[src/rtl/dbsb_pkg.sv]
`timescale 1ns / 1ps
// ---------------------------------------------------------------------------
// dbsb_pkg: shared definitions for the defined-byte shadow bitmap
// Geometry of the bitmap, request action codes, configuration register
// indexes and reset values, and the result bundle of the word unit.
// ---------------------------------------------------------------------------
package dbsb_pkg;

   // Bitmap geometry: one bit per byte of the tracked window.
   localparam int WINDOW_BITS = 16;
   localparam int WORD_BITS   = 32;
   localparam int BIT_IDX_W   = $clog2(WORD_BITS);
   localparam int WORD_IDX_W  = WINDOW_BITS - BIT_IDX_W;
   localparam int NUM_WORDS   = 2 ** WORD_IDX_W;
   localparam int STEP_W      = BIT_IDX_W + 1;
   localparam int COUNT_W     = WINDOW_BITS + 1;

   localparam logic [COUNT_W-1:0] WIN_SIZE = COUNT_W'(2 ** WINDOW_BITS);

   // Field widths of the request and response beats.
   localparam int ACTION_W = 2;
   localparam int ADDR_W   = 16;
   localparam int IP_W     = 32;
   localparam int CSR_W    = 32;
   localparam int CSR_IDX_W = 1;

   // Request actions.
   localparam logic [ACTION_W-1:0] ACT_UNDEFINE = 2'd0;
   localparam logic [ACTION_W-1:0] ACT_DEFINE   = 2'd1;
   localparam logic [ACTION_W-1:0] ACT_CHECK    = 2'd2;

   // Configuration registers.
   localparam logic [CSR_IDX_W-1:0] CSR_CODE_MASK  = 1'd0;
   localparam logic [CSR_IDX_W-1:0] CSR_CODE_MATCH = 1'd1;

   localparam logic [CSR_W-1:0] CODE_MASK_RESET  = 32'hfff0_0000;
   localparam logic [CSR_W-1:0] CODE_MATCH_RESET = 32'h0040_0000;

   // What the word unit hands back for one bitmap word.
   typedef struct packed {
      logic [WORD_BITS-1:0] wr_data;   // word after set or clear of the span
      logic                 und_any;   // span holds an undefined byte
      logic [BIT_IDX_W-1:0] und_idx;   // lowest undefined byte in the span
      logic [STEP_W-1:0]    step;      // bytes of the range in this word
   } word_result_type;

endpackage

[src/rtl/dbsb_word_unit.sv]
`timescale 1ns / 1ps
// ---------------------------------------------------------------------------
// dbsb_word_unit: per-word span logic
// Builds the byte mask of the range inside one bitmap word, applies set or
// clear, and finds the lowest undefined byte of the span.
// ---------------------------------------------------------------------------
module dbsb_word_unit (
   input  logic [dbsb_pkg::WORD_BITS-1:0] rd_data,
   input  logic [dbsb_pkg::BIT_IDX_W-1:0] offset,
   input  logic [dbsb_pkg::COUNT_W-1:0]   remain,
   input  logic                           set_bits,
   output dbsb_pkg::word_result_type      result
);
   import dbsb_pkg::*;

   logic [STEP_W-1:0]    room;
   logic [STEP_W-1:0]    step;
   logic [STEP_W-1:0]    end_pos;
   logic [WORD_BITS-1:0] span_mask;
   logic [WORD_BITS-1:0] undef_bits;
   logic [WORD_BITS-1:0] lowest;
   logic [BIT_IDX_W-1:0] idx;

   assign room      = STEP_W'(WORD_BITS) - {1'b0, offset};
   assign step      = (remain >= COUNT_W'(room)) ? room : remain[STEP_W-1:0];
   assign end_pos   = {1'b0, offset} + step;
   // Shift by the full word width yields zero, so the upper mask is all ones.
   assign span_mask = ({WORD_BITS{1'b1}} << offset) & ~({WORD_BITS{1'b1}} << end_pos);

   assign undef_bits = ~rd_data & span_mask;
   assign lowest     = undef_bits & (~undef_bits + 1'b1);

   // Encode the isolated lowest bit.
   always_comb begin
      logic [BIT_IDX_W-1:0] pos;
      idx = '0;
      for (int j = 0; j < WORD_BITS; j++) begin
         pos = BIT_IDX_W'(j);
         for (int k = 0; k < BIT_IDX_W; k++) begin
            idx[k] = idx[k] | (lowest[j] & pos[k]);
         end
      end
   end

   assign result.wr_data = set_bits ? (rd_data | span_mask) : (rd_data & ~span_mask);
   assign result.und_any = |undef_bits;
   assign result.und_idx = idx;
   assign result.step    = step;

endmodule
[config.mk]
export PLATFORM = sky130hd
export DESIGN_NAME = dbsb_word_unit
export DESIGN_NICKNAME = d
export VERILOG_FILES = /design/src/rtl/dbsb_pkg.sv /design/src/rtl/dbsb_word_unit.sv
export SDC_FILE = /design/constraint.sdc
export NUM_CORES = 1
export LEC_CHECK = 0
export ABC_AREA = 1
export BUFFER_PORTS_ARGS = -buffer_cell sky130_fd_sc_hd__buf_4
export CAP_MARGIN = 20
export CORE_AREA = 2 2 86 88
export DETAILED_ROUTE_END_ITERATION = 8
export DIE_AREA = 0 0 88 90
export PLACE_DENSITY_LB_ADDON = 0.05
export SLEW_MARGIN = 10
export SYNTH_ARGS = -nofsm -noshare
export SYNTH_HDL_FRONTEND = slang
export SYNTH_SLANG_ARGS = --single-unit
[constraint.sdc]
create_clock -name vclk -period 5.29
set_input_delay 0.529 -clock vclk [all_inputs]
set_output_delay 0.529 -clock vclk [all_outputs]
set_load 0.02 [all_outputs]
======== Yosys cells after proc, flatten, opt, wreduce, memory -nomap -nowiden ========
Index checks and enable logic that the tools add are counted.
operators by class
  mux-type cells .......................... 2
  bitwise gates (word level) .............. 84
  magnitude comparators ................... 1
  $add $sub $neg .......................... 3
  equal/unequal tests ..................... 0
  divide/modulo/power cells ............... 0
  reduce and logical (&&, ||, !) cells .... 1
  $mul .................................... 0
  shift-type cells ........................ 2
operators with widths
  cell                     number
  $and A32 B32 Y32         4
  $not A32 Y32             4
  $or A1 B1 Y1             75
  $add A32 B1 Y32 const B  1
  $mux W32                 1
  $or A32 B32 Y32          1
  $reduce_or A32 Y1        1
  $shl A32 B5 Y32 const A  1
  $shl A32 B6 Y32 const A  1
  $ge A17 B6 Y1            1
  $add A5 B6 Y6            1
  $mux W6                  1
  $sub A6 B5 Y6 const A    1
storage, ports and cells
  bits in registers ....................... 0
  input port bits ......................... 55
  logic and storage cells ................. 93
  memory bits (writable) .................. 0
  memories kept ........................... 0
  output and inout port bits .............. 44
  latch bits .............................. 0
  bits in read-only memories .............. 0

======== Depth between registers and ports, before layout ========
Gate-level depths: netlist of run 1.
  word-level depth ........................ 26
  depth in mapped cells ................... 41
  gate-level depth less buffers ........... 39

======== Worst setup path after synthesis of run 1 ========
OpenSTA, ideal clock, no wires.
  kind .................................... input port to output port
  start ................................... input offset[0] (netlist bit)
  end ..................................... output result[10] (netlist bit)
  data arrival time ....................... 4.905 ns
  stages .................................. 30
  slack ................................... -0.144 ns
  required time ........................... 4.761 ns
  path buffers ............................ 1
  path through ............................ inv_1 ha_1 ha_1 inv_1 ha_1 a21oi_1 nand2_1 nand2_1 nand2_1 nand2_1 nand2_2 clkbuf_1 o21ai_0 ha_1 fa_1 nor2_1 nand2_1 nor2_1 nand3_1 nand3_1 nand2_2 nor2_4 nand2_2 nor2_4 nand3_1 nand2_1 nor2_1 nand2_1 nor2_1 nand2_1
RTL lines
  element             RTL line              source
  start: declaration  dbsb_word_unit.sv:9   input logic [dbsb_pkg::BIT_IDX_W-1:0] offset,
  end: declaration    dbsb_word_unit.sv:12  output dbsb_pkg::word_result_type result

==> qor.txt, run 1 <==
==================================================================================
Post-route setup TNS ................................................      -191 ps
Number of nets in the synthesized netlist ...........................          626
Worst Hold Endpoint .................................................   result[35]
Placer congestion estimate ..........................................        0.930
Largest net degree at the start of global routing ...................           32
Final non-filler cell total .........................................          828
Upper clock frequency limit .........................................    0.187 GHz
1st-pass router iterations ..........................................            5
Post-synth top cells ................................................ sky130_fd_sc_hd__nand2_1, sky130_fd_sc_hd__nor2_1, sky130_fd_sc_hd__inv_1
Outcome ............................................................. finished, violations left
Share of cells above drive strength 1 ...............................        44.3%
Fraction of synthesized cell area taken by the top area cell type ...        16.2%
Initial antenna violation count .....................................            0
Final layout net count ..............................................          802
Pwr Density .........................................................   197 mW/mm²
Min Clock Period, post-route ........................................      5360 ps
Largest fanout of any net on the critical path ......................            7
Floorplan die area ..................................................  0.00792 mm²
Number of cells after detailed placement ............................          816
Post-synth top area cell ............................................ sky130_fd_sc_hd__nand2_1
Final-layout fill cell count ........................................          624
Post-detailed-route wirelength per cell .............................      15.0 µm
HP Start ............................................................  rd_data[23]
Horizontal die dimension ............................................        88 µm
Placement row count .................................................           31
Critical path launch point type .....................................   input port
Cell area after synthesis ...........................................  0.00305 mm²
Most frequent cell after synthesis .................................. sky130_fd_sc_hd__nand2_1
Seq/Total Area, Yosys ...............................................           0%
Count of cells along the worst hold path ............................            4
Port buffer count ...................................................           99
Final Worst Setup Slack .............................................     -71.5 ps
Relative slew margins ...............................................        34.9%
Post-synth cell types ...............................................           39
Measured slew at the worst slew-check pin ...........................       975 ps
Total core area .....................................................  0.00702 mm²
CP endpoint kind ....................................................   output pin
Layout overhead on the synthesized area .............................        60.9%
Post-DP Area ........................................................  0.00437 mm²
Mapped Avg Cell Area ................................................     5.49 µm²
Vias in the first global route ......................................         4313
Slowest library cell on the worst path .............................. sky130_fd_sc_hd__ha_1
Max-cap viol count ..................................................            0
First-pass GRT wire length ..........................................      19.5 mm
Remaining number of nets flagged by the antenna check after routing .            0
Class of the worst hold path ........................................       in2out
Combined global-route utilization of all metal layers ...............        29.8%
Post-route standard cell area excluding fillers .....................  0.00490 mm²
Required time at the worst-slack endpoint ...........................      4760 ps
Setup violators final ...............................................            5
Hold violation total from the final report ..........................            0
Hold bufs inserted after CTS ........................................            0
Diodes inserted .....................................................            0
Yosys warning count .................................................            0
Per-cell via count in the routed design .............................         5.31
IR Drop Worst-Case VDD ..............................................    0.0852 mV
Routed vias .........................................................         4395
Static leakage power ................................................      2.68 nW
DR DRC count ........................................................            0
Top cells by area in the synthesized netlist ........................ sky130_fd_sc_hd__nand2_1, sky130_fd_sc_hd__nor2_1, sky130_fd_sc_hd__inv_1
Setup repair after global routing missed its margin .................          yes
Crit path top cell by count ......................................... sky130_fd_sc_hd__nand2_1
Final Routed Wirelength .............................................      12.4 mm
Number of instances in the synthesized netlist ......................          555
Seq_cells ...........................................................            0
Violated checks ..................................................... setup timing
Final number of max-transition violations ...........................            0
Arrival time of data at the critical path endpoint ..................      4830 ps
Ratio of final minimum period to clock period .......................         101%
Detail Placement HPWL ...............................................      9.68 mm
Crit path kind ......................................................       in2out
Floorplan die height ................................................        90 µm
Critical path's largest stage delay .................................       310 ps
Number of clock buffers in the layout ...............................            0
Global route overflow ...............................................            0
Top Ports ...........................................................           99
Initial cell density of the core ....................................        43.4%
Initial DRC Count ...................................................          285
Storage element area ................................................        0 µm²
==================================================================================
## worst max-delay path, delay by kind of cell
kind	cells	cell delay (ps)
AOI/OAI and AO/OA	1	190
and+or+nand+nor	25	2280
adders and majority gates	3	710
buffers and inverters	9	930
xor gates and xnor gates	1	170
## routing by layer
| metal | vias up | share of wire, % | global-route usage, % |
|---|---|---|---|
| li1 | 2191 | - | - |
| met1 | 1948 | 41 | 37.3 |
| met2 | 223 | 50 | 54.2 |
| met3 | 33 | 5.8 | 1.38 |
| met4 | 0 | 3.2 | 7.69 |
| met5 | - | 0 | 0 |
## final cells by class
cell class,count,area (µm²),area share (%)
Multi-Input combinational cell,456,2970,60.5
Timing Repair Buffer,189,1490,30.3
Inverter,84,328,6.68
Tap cell,99,124,2.53
## layout by cell type (no fill, tap or decap), drive strengths merged, types with 2 or more instances in the layout
cell type	netlist	layout
nor3	5	5
nand2	140	140
ha	15	15
o21ai	26	26
a21oi	37	37
inv	82	83
nor2	89	89
nand3b	27	27
nand4	13	13
xor2	2	2
o211ai	3	3
a31oi	24	24
buf	11	188
or2	4	4
nand3	65	67
## what timing repair did
item	4_1_cts	5_1_grt
resized for setup	28	76
hold endpoints to repair	0	0
gates cloned	1	2
pin swaps	19	38
setup buffers	3	6
endpoints found under the setup margin	6	6
## through the flow
step | worst slack, ps | utilization, % | total power, mW | hold slack [ps]
after floorplan | 0.816 | - | 0.510 | 1250
after global placement | -177 | 62.3 | 0.830 | 1380
after detailed placement | -255 | 62.3 | 0.840 | 1380
after CTS | 9.39 | 64.2 | 0.870 | 1380
after global routing | -360 | 69.9 | 1.04 | 1380
final | -71.5 | 69.9 | 0.965 | 1380
## cell families (layout without fill, tap and decap cells)
family | count (synthesis) | count (layout) | synth area share, %
AND/OR/NAND/NOR | 343 | 345 | 59.8
buffers and inverters | 101 | 273 | 15.5
adder cells (fa/ha/maj) | 16 | 16 | 6.81
XOR/XNOR | 3 | 3 | 1.11
AO/OA/AOI/OAI | 92 | 92 | 16.8
## power by group
part           internal (mW)  total, mW  switching (mW)
registers                  0          0               0
clock network              0          0               0
logic                  0.417      0.965           0.548
## worst max-delay path by stage
stage / end / cells past startpoint / startpoint / slack (ps)
after floorplan: result[10] / 34 / offset[0] / 0.8
after global placement: result[11] / 30 / offset[0] / -180
after detailed placement: result[11] / 31 / offset[0] / -260
after CTS: result[10] / 36 / offset[1] / 9
after global routing: result[7] / 37 / offset[0] / -360
final: result[7] / 39 / offset[0] / -70
Power figures use the tool's default switching activity.
==> run 2: changes to the inputs <==
CORE_AREA = 2 2 82 84   (was 2 2 86 88)
DIE_AREA = 0 0 84 86   (was 0 0 88 90)
==> run 2 against run 1 <==
The flow still finishes with violations (setup timing). First-iteration DRC count rose by 50%. Flip-flop and latch count did not move. Cell area rose by 6.7%. Core utilization rose by 14 points. Count of clock-buffer cells in the layout did not move. Die area fell by 8.8%. Critical path depth rose by 1. Global-route usage rose by 1.6 points. Final cell count fell by 0.85%. Critical endpoint is now result[10]. Largest cell class unchanged.
==> qor.txt, run 2 (synthesis results as in run 1) <==
==================================================================================
Outcome ............................................................. finished, violations left
Violated checks ..................................................... setup timing
Port buffer count ...................................................           99   unchanged
Global route overflow ...............................................            0   unchanged
Layout overhead on the synthesized area .............................        71.7%
Net switching power figure ..........................................       611 µW   +11%
Arrival time of data at the critical path endpoint ..................      4860 ps   +30 ps
Required time at the worst-slack endpoint ...........................      4760 ps   about the same
Floorplan die height ................................................        86 µm   -4.4%
Initial DRC Count ...................................................          427   +50%
Setup repair after global routing missed its margin .................          yes
Per-cell via count in the routed design .............................         5.82   +9.7%
Leading cell type in the layout, fill and taps excluded ............. sky130_fd_sc_hd__buf_4
Stages on worst setup path ..........................................           40   +2.6%
Placer congestion estimate ..........................................        0.970   +4.3%
Detail Placement HPWL ...............................................      9.46 mm   -2.3%
Gate power share ....................................................       100.0%   about the same
Number of clock buffers in the layout ...............................            0   unchanged
DR DRC count ........................................................            0   unchanged
Relative slew margins ...............................................        37.1%   +2.2 points
Combined global-route utilization of all metal layers ...............        31.4%   +1.6 points
CP endpoint kind ....................................................   output pin
1st-pass router iterations ..........................................            8   +3
Startpoint of the worst setup timing path ...........................    offset[0]
Diodes inserted .....................................................            0   unchanged
Vias in the first global route ......................................         4243   -1.6%
Placement row count .................................................           29   -6.5%
Max-cap viol count ..................................................            0   unchanged
Hold violation total from the final report ..........................            0   unchanged
Share of cells above drive strength 1 ...............................        51.6%   +7.3 points
Initial antenna violation count .....................................            0   unchanged
Initial cell density of the core ....................................        48.6%   +5.1 points
Routed vias .........................................................         4782   +8.8%
Largest fanout of any net on the critical path ......................            8   +1
Ratio of final minimum period to clock period .......................         102%   +0.58 points
Sequential group share of total power ...............................           0%   unchanged
Critical path launch point type .....................................   input port
Post-route setup TNS ................................................      -421 ps   -230 ps
Total internal power ................................................       465 µW   +11%
Crit path kind ......................................................       in2out
Remaining number of nets flagged by the antenna check after routing .            0   unchanged
Final Routed Wirelength .............................................      13.9 mm   +12%
Slowest library cell on the worst path .............................. sky130_fd_sc_hd__ha_1
Measured slew at the worst slew-check pin ...........................       942 ps   -33.3 ps
Final layout net count ..............................................          817   +1.9%
Capture point of the critical path ..................................   result[10]
Critical path's largest stage delay .................................       270 ps   -40 ps
Number of buffers and inverters on the critical path ................            7   -2
Kind of cell with the highest combined delay on the critical path ... simple AND/OR/NAND/NOR gates
First-pass GRT wire length ..........................................      19.1 mm   -2.1%
Class of the worst hold path ........................................       in2out
Largest net degree at the start of global routing ...................           32   unchanged
IR Drop Worst-Case VDD ..............................................     0.126 mV   +47%
Storage element area ................................................        0 µm²   unchanged
Pwr Density .........................................................   205 mW/mm²   +4.4%
Seq_cells ...........................................................            0   unchanged
Horizontal die dimension ............................................        84 µm   -4.5%
Final number of max-transition violations ...........................            0   unchanged
Commonest non-fill, non-tap cells in the layout ..................... sky130_fd_sc_hd__buf_4, sky130_fd_sc_hd__nand2_1, sky130_fd_sc_hd__inv_1, sky130_fd_sc_hd__nor2_1, sky130_fd_sc_hd__nand2_2
Total core area .....................................................  0.00628 mm²   -11%
Top Ports ...........................................................           99   unchanged
Switch share ........................................................        56.8%   about the same
Final Worst Setup Slack .............................................      -102 ps   -30.5 ps
Part of the power in the clock network ..............................           0%   unchanged
Min Clock Period, post-route ........................................      5390 ps   +30.5 ps
Setup violators final ...............................................            6   +1
Upper clock frequency limit .........................................    0.185 GHz   -0.57%
Final-layout fill cell count ........................................          407   -35%
Fin util ............................................................        83.4%   +14 points
Post-detailed-route wirelength per cell .............................      16.9 µm   +13%
Static leakage power ................................................      2.83 nW   +5.5%
Floorplan die area ..................................................  0.00722 mm²   -8.8%
==================================================================================
run 2: cell count changes in the layout (fill, tap and decap cells not counted), moves of 4 or more:
| cell | before | now |
|---|---|---|
| sky130_fd_sc_hd__buf_4 | 178 | 187 |
| sky130_fd_sc_hd__buf_6 | 8 | 12 |
| sky130_fd_sc_hd__nand2_1 | 114 | 91 |
| sky130_fd_sc_hd__nand2_2 | 24 | 40 |
| sky130_fd_sc_hd__nand2_4 | 2 | 9 |
| sky130_fd_sc_hd__nand3_1 | 32 | 25 |
| sky130_fd_sc_hd__nand3_2 | 23 | 29 |
| sky130_fd_sc_hd__nor2_1 | 60 | 51 |
| sky130_fd_sc_hd__nor2_2 | 18 | 23 |
| sky130_fd_sc_hd__nor2_4 | 10 | 14 |
run 2: per-layer routing:
metal / GRT usage (%) / share of wire, %
met4: 8.21 / 4.7
met3: 2.60 / 8.5
met2: 60.4 / 50
met1: 37.3 / 37
met5: 0 / 0
run 2: metrics by stage:
step / power (mW) / std cells / hold WS, ps / cell area (µm²) / worst slack (ps)
after floorplan: 0.510 / 555 / 1250 / 3050 / 0.816
after global placement: 0.817 / 783 / 1380 / 4260 / -71.2
after detailed placement: 0.829 / 783 / 1380 / 4260 / -131
after CTS: 0.853 / 791 / 1380 / 4380 / 11.9
after global routing: 1.15 / 821 / 1420 / 5240 / -365
final: 1.08 / 821 / 1380 / 5240 / -102
run 2: how the worst min path moves through the flow:
stage	slack, ps	end	cells past startpoint	from
after CTS	1380	result[35]	4	rd_data[23]
after global placement	1380	result[40]	4	rd_data[28]
final	1380	result[43]	4	set_bits
after global routing	1420	result[34]	4	rd_data[22]
after detailed placement	1380	result[35]	4	rd_data[23]
after floorplan	1250	result[2]	2	remain[2]
run 2: cell type report:
type                            count  area (µm²)  share of cell area [%]
Inverter                           84         330                    6.31
Multi-Input combinational cell    455        3160                    60.3
Tap cell                           77        96.3                    1.84
Timing Repair Buffer              204        1640                    31.4
Timing Repair inverter              1        7.51                   0.143
run 2: power groups by stage:
stage | combinational, mW | clock (mW) | sequential, mW
2_1_floorplan | 0.510 | 0 | 0
3_3_place_gp | 0.817 | 0 | 0
3_5_place_dp | 0.829 | 0 | 0
4_1_cts | 0.853 | 0 | 0
5_1_grt | 1.15 | 0 | 0
6_report | 1.08 | 0 | 0
run 2: timing repair:
item	in CTS	in global routing
resized for setup	16	155
buffers inserted	6	27
gates cloned	2	4
pin swaps	11	78
hold buffers	0	0
endpoints found under the setup margin	6	6
